==> config.mk <==
export PLATFORM = sky130hd
export DESIGN_NAME = insertion_sorter
export DESIGN_NICKNAME = d
export VERILOG_FILES = /design/src/sv/isort_pkg.sv /design/src/sv/isort_cell.sv /design/src/sv/insertion_sorter.sv
export VERILOG_INCLUDE_DIRS = /design/src /design/src/sv
export SDC_FILE = /design/constraint.sdc
export NUM_CORES = 2
export LEC_CHECK = 0
export BUFFER_PORTS_ARGS = -buffer_cell sky130_fd_sc_hd__buf_4
export CAP_MARGIN = 20
export CORE_ASPECT_RATIO = 0.8
export CORE_MARGIN = 4
export CORE_UTILIZATION = 45
export DETAILED_ROUTE_END_ITERATION = 10
export SYNTH_ARGS = -nofsm -noshare
export SYNTH_HDL_FRONTEND = slang
export SYNTH_SLANG_ARGS = --single-unit
==> constraint.sdc <==
create_clock -name clk_i -period 6.8 [get_ports clk_i]
set_input_delay 1.36 -clock clk_i [delete_from_list [all_inputs] [get_ports clk_i]]
set_output_delay 1.36 -clock clk_i [all_outputs]
set_load 0.005 [all_outputs]
==> src/sv/insertion_sorter_defines.svh <==
// assertion macros shared by the insertion sorter rtl
`ifndef INSERTION_SORTER_DEFINES_SVH
`define INSERTION_SORTER_DEFINES_SVH

// generic clocked assertion with explicit clock and active-low reset
`define ISORT_ASSERT_CLK(lbl, clk, rstn, prop, msg) \
  lbl: assert property (@(posedge clk) disable iff (!rstn) prop) else $error(msg);

// assertion on the default clock and reset of the rtl
`define ISORT_ASSERT(lbl, prop, msg) \
  `ISORT_ASSERT_CLK(lbl, clk_i, rst_ni, prop, msg)

`endif

==> src/sv/isort_pkg.sv <==
// types and constants of the insertion sorter
package isort_pkg;

  localparam int unsigned CAPACITY = 16;
  localparam int unsigned CNT_W    = $clog2(CAPACITY + 1);

  typedef logic signed [31:0] value_t;
  typedef logic [CNT_W-1:0]   count_t;

  // control broadcast to every cell
  typedef struct packed {
    logic   ins;
    logic   shift;
    value_t value;
  } cell_ctl_t;

endpackage

==> src/sv/isort_cell.sv <==
// one slot of the insertion chain: compare, take neighbor or new value
module isort_cell (
  input  logic                clk_i,
  input  isort_pkg::cell_ctl_t ctl_i,
  input  logic                valid_i,
  input  logic                prev_valid_i,
  input  logic                prev_gt_i,
  input  isort_pkg::value_t   prev_data_i,
  input  isort_pkg::value_t   next_data_i,
  output isort_pkg::value_t   data_o,
  output logic                gt_o
);
  import isort_pkg::*;

  value_t data_q;
  value_t data_d;

  // stored entry strictly greater than the incoming value moves up
  assign gt_o   = valid_i && (data_q > ctl_i.value);
  assign data_o = data_q;

  always_comb begin
    data_d = data_q;
    if (ctl_i.shift) begin
      data_d = next_data_i;
    end else if (ctl_i.ins) begin
      if (prev_gt_i) begin
        data_d = prev_data_i;
      end else if (gt_o || (!valid_i && prev_valid_i)) begin
        data_d = ctl_i.value;
      end
    end
  end

  always_ff @(posedge clk_i) begin
    data_q <= data_d;
  end

endmodule

==> src/sv/insertion_sorter.sv <==
// insertion sorter top level: cell chain, fill count and drain control
//
//  port group   direction  handshake                 payload
//  request in   into       in_valid_i / in_stall_o   value_i, end_of_set_i
//  request out  out of     out_valid_o / out_stall_i sorted_value_o, final_res_o, dropped_o
//
// one value enters the chain per cycle while no set drains; every cell compares against it in parallel
// a set closed by end_of_set_i drains from cell 0, one request per cycle unless out_stall_i holds it
// the input is stalled for the whole drain
// rst_ni clears the fill count, drain flag and overflow flag; cell data has no reset
// out_stall_i freezes the chain, so the head value holds while stalled
`include "insertion_sorter_defines.svh"

module insertion_sorter (
  input  logic               clk_i,
  input  logic               rst_ni,
  input  logic               in_valid_i,
  output logic               in_stall_o,
  input  isort_pkg::value_t  value_i,
  input  logic               end_of_set_i,
  output logic               out_valid_o,
  input  logic               out_stall_i,
  output isort_pkg::value_t  sorted_value_o,
  output logic               final_res_o,
  output logic               dropped_o
);
  import isort_pkg::*;

  // handshake and control
  logic      in_acc;
  logic      out_acc;
  logic      full;
  logic      last_out;
  cell_ctl_t ctl;

  count_t fill_q, fill_d;
  logic   drain_q, drain_d;
  logic   ovf_q, ovf_d;

  // chain wiring
  value_t               data [CAPACITY];
  logic [CAPACITY-1:0]  gt;
  logic [CAPACITY-1:0]  valid;

  assign in_stall_o = drain_q;
  assign in_acc     = in_valid_i && !in_stall_o;
  assign out_valid_o = drain_q;
  assign out_acc    = out_valid_o && !out_stall_i;

  assign full     = (fill_q == count_t'(CAPACITY));
  assign last_out = (fill_q == count_t'(1));

  // a full store drops the value and only records the loss
  assign ctl.ins   = in_acc && !full;
  assign ctl.shift = out_acc;
  assign ctl.value = value_i;

  // head of the chain is the smallest entry
  assign sorted_value_o = data[0];
  assign final_res_o    = last_out;
  assign dropped_o      = ovf_q;

  // cell i holds a live entry when it lies below the fill count
  for (genvar i = 0; i < CAPACITY; i++) begin : g_cell
    localparam count_t Idx = count_t'(i);
    logic   prev_valid;
    logic   prev_gt;
    value_t prev_data;
    value_t next_data;

    assign valid[i] = (fill_q > Idx);

    if (i == 0) begin : g_head
      assign prev_valid = 1'b1;
      assign prev_gt    = 1'b0;
      assign prev_data  = data[0];
    end else begin : g_body
      assign prev_valid = valid[i-1];
      assign prev_gt    = gt[i-1];
      assign prev_data  = data[i-1];
    end

    if (i == CAPACITY - 1) begin : g_tail
      assign next_data = data[i];
    end else begin : g_inner
      assign next_data = data[i+1];
    end

    isort_cell u_cell (
      .clk_i       (clk_i),
      .ctl_i       (ctl),
      .valid_i     (valid[i]),
      .prev_valid_i(prev_valid),
      .prev_gt_i   (prev_gt),
      .prev_data_i (prev_data),
      .next_data_i (next_data),
      .data_o      (data[i]),
      .gt_o        (gt[i])
    );
  end

  always_comb begin
    fill_d  = fill_q;
    drain_d = drain_q;
    ovf_d   = ovf_q;
    if (out_acc) begin
      fill_d = fill_q - count_t'(1);
      if (last_out) begin
        drain_d = 1'b0;
        ovf_d   = 1'b0;
      end
    end else if (in_acc) begin
      if (full) begin
        ovf_d = 1'b1;
      end else begin
        fill_d = fill_q + count_t'(1);
      end
      // the closing value is inserted (or dropped on a full store) first, then the set drains
      if (end_of_set_i) begin
        drain_d = 1'b1;
      end
    end
  end

  always_ff @(posedge clk_i or negedge rst_ni) begin
    if (!rst_ni) begin
      fill_q  <= '0;
      drain_q <= 1'b0;
      ovf_q   <= 1'b0;
    end else begin
      fill_q  <= fill_d;
      drain_q <= drain_d;
      ovf_q   <= ovf_d;
    end
  end

  // a loss is recorded on a full store and kept while that set drains
  `ISORT_ASSERT(a_ovf_full, ovf_q |-> (full || drain_q), "overflow flag set without a full store")
  // a drain never starts from an empty store
  `ISORT_ASSERT(a_drain_nonempty, out_valid_o |-> (fill_q != '0), "drain with empty store")
  // after the final result the block is empty and accepting again
  `ISORT_ASSERT(a_final_clears, (out_acc && final_res_o) |=> (!out_valid_o && fill_q == '0 && !dropped_o), "set not cleared after final result")
  // an insert into a store with room grows the fill count by one
  `ISORT_ASSERT(a_fill_grows, ctl.ins |=> (fill_q == $past(fill_q) + count_t'(1)), "fill count did not advance on insert")
  // live entries are kept in ascending order at the head of the chain
  `ISORT_ASSERT(a_head_order, (out_valid_o && !final_res_o) |-> (data[0] <= data[1]), "head of chain out of order")

endmodule

==> flow_metrics.env <==
export IMPL_run_status="finished clean"
export IMPL_cp_arrival_ns=5.55
export IMPL_hold_viol_final=0
export IMPL_path_class="in -> reg"
export IMPL_grt_setup_unrepaired="false"
export IMPL_min_period_ns=5.23
export IMPL_synth_compound_area_share_pct=16.0
export IMPL_synth_edff_count=512
export IMPL_synth_xor_area_share_pct=0.118
export IMPL_hold_class="in -> async"
export IMPL_yosysSeqAreaShare_pct=42.0
export IMPL_tritoncts="yes"
export IMPL_drv_slew=0
export IMPL_drc=0
export IMPL_post_cts_resized=0
export IMPL_synthFlopType="edfxtp_1"
export IMPL_rr_endpoint="g_cell[0].u_cell.data_o[6]"
export IMPL_ios=73
export IMPL_post_cts_setup_buffer_count=0
export IMPL_peakVddDrop_mv=0.448
export IMPL_h_tree_depth=2
export IMPL_num_vias=30800
export IMPL_crit_fanout=19
export IMPL_r2r_slack_ns=2.46
export IMPL_antenna_found_initial=1
export IMPL_core_rowCount=93
export IMPL_grt_max_degree=207
export IMPL_clock_sinks=519
export IMPL_finalSetupViolations=0
export IMPL_synth_nets=4267
export IMPL_drv_cap=0
export IMPL_setup_tns_ns=0
export IMPL_cp_required_ns=7.13
export IMPL_postSynthAreaPerCell_sq_um=9.98
export IMPL_grt_overflow=0
export IMPL_wl_per_cell_microns=25.7
export IMPL_place_gp_congestion=0.944
export IMPL_most_common_layout_cells="581 x nand2_1, 517 x ha_1, 512 x edfxtp_1, 337 x nand3_1, 302 x o211ai_1"
export IMPL_numCtsBuffers=60
export IMPL_viasPerCell=6.37
export IMPL_synth_area_sq_um=37100
export IMPL_relSlewSlack_pct=27.5
export IMPL_grt_pass1_wl_microns=184000
export IMPL_initial_utilization_pct=45.7
export IMPL_drive_gt1_share_pct=8.37
export IMPL_finalCritPeriodShare_pct=76.9
export IMPL_yosys_register_bits=519
export IMPL_final_setup_skew_ns=0.0141
export IMPL_dr_pass1_iters=7
export IMPL_die_h_microns=265
export IMPL_synth_async_reset_ratio_pct=1.35
export IMPL_synth_cells=3713
export IMPL_end_kind="flip-flop"
export IMPL_areaGrowthSynthToFinish_pct=10.7
export IMPL_synth_top_family_by_area="adder cells"
export IMPL_layout_nets=4242
export IMPL_grtUsageTotal_pct=27.7
export IMPL_root_buffer="clkbuf_16"
export IMPL_ys_types=72
export IMPL_core_area_sq_um=81100
export IMPL_p_leak_nw=16.3
export IMPL_clkLatencyLatePin_ns=0.65
export IMPL_ctsHoldBuffers=0
export IMPL_die_w_microns=329
export IMPL_clk_pin_slew_ns=0.06
export IMPL_final_common_cell="nand2_1"
export IMPL_drt_initial_drc_count=4042
export IMPL_cts_buffer_depth=3
export IMPL_wirelength_microns=124000
export IMPL_dieArea_sq_um=87100
export IMPL_fill_cells=7426
export IMPL_synthAdderAreaFrac_pct=17.5
export IMPL_cp_start_kind="input port"
export IMPL_powerDensity_nw_per_um2=542
export IMPL_synth_mux_area_fraction_pct=5.65
export IMPL_fmax_mhz=191
export IMPL_worstRegToRegCells=9
export IMPL_synth_simple_area_share_pct=15.4
export IMPL_grt_pass1_vias=28100
export IMPL_postLayoutCoreUtil_pct=50.6
export IMPL_worst_pin_slew_ns=1.09
export IMPL_synth_warnings=0
export IMPL_reg2reg_from="g_cell[0].u_cell.data_o[15]"
export IMPL_dp_hpwl_microns=93900
export IMPL_final_antenna_net_count=0
export IMPL_port_buffers=72
[cell families after synthesis]
logic type               after synthesis
buffers and inverters                302
multiplexers                         193
XOR/XNOR                               5
AO/OA/AOI/OAI                        928
flip-flops                           519
adder cells (fa/ha/maj)              517
AND/OR/NAND/NOR                     1249
[layer usage]
layer	global-route usage, %	wire (microns)	vias up
li1	-	-	14300
met1	45.4	59700	14800
met2	36.3	47400	1549
met3	5.63	13600	167
met4	7.04	3410	0
met5	0	0	-
[metrics by stage]
stage	setup slack, ns	area [sq um]	instances	power, mW	hold slack [ns]
after CTS	1.63	41000	4830	22.0	0.487
after global routing	1.51	41000	4831	23.6	0.500
after global placement	0.966	38900	4717	18.2	0.534
final	1.57	41000	4831	22.2	0.513
after floorplan	0.264	37100	3713	14.7	0.513
after detailed placement	0.930	38900	4718	18.4	0.528
[cells in the mapped netlist, types with 29 or more instances]
cell type	count	area (sq um)
nand3_1	337	1690
mux2i_1	159	1590
a21o_1	44	330
o211ai_1	302	2270
a21oi_1	287	1440
nand2_1	581	2180
inv_1	68	255
buf_2	38	190
clkbuf_1	165	619
nand4_1	102	638
ha_1	517	6470
nor2_1	113	424
mux2_4	29	435
edfxtp_1	512	15400
o21ai_0	169	846
[state kept, by name (all words and copies together), names as in the netlist]
signal / flops
g_cell.u_cell.data_o: 512
fill_q: 5
dropped_o: 1
in_stall_o: 1
[layout make-up]
type / instances / area, sq um / area share (%)
multi-input cells: 2892 / 20500 / 50.1
clock buffers: 76 / 1640 / 4.01
flip-flops and latches: 519 / 15500 / 37.9
well taps: 1092 / 1370 / 3.33
repair buffers: 146 / 1180 / 2.87
inverters: 69 / 259 / 0.631
clock inverters: 36 / 479 / 1.17
diodes: 1 / 2.50 / 0.00610
[where the power goes]
part           switching, mW  internal (mW)
clock network           1.42           2.15
logic                   6.61           3.90
registers               2.00           6.13
total                   10.0           12.2
[how the worst max path moves through the flow]
stage	endpoint	slack (ns)	cells past startpoint	startpoint
CTS	g_cell[0].u_cell.data_o[6]	1.63	12	value_i[15]
global route	g_cell[1].u_cell.data_o[27]	1.51	13	value_i[15]
floorplan	g_cell[5].u_cell.data_o[0]	0.26	12	value_i[30]
global placement	g_cell[0].u_cell.data_o[5]	0.97	12	value_i[15]
detailed placement	g_cell[0].u_cell.data_o[4]	0.93	12	value_i[15]
finish	g_cell[0].u_cell.data_o[6]	1.57	11	value_i[9]
[critical path, stage by stage]
cell and delay (ns):
buf_4 0.16, inv_1 0.56, ha_1 0.27, nand4_1 0.12, nor4_1 0.87, o21ai_0 0.29
o211ai_1 0.28, o211ai_1 0.25, nor2b_1 0.23, o21ai_4 0.72, buf_4 0.40
Note: power is estimated with default switching activity, not from simulation.
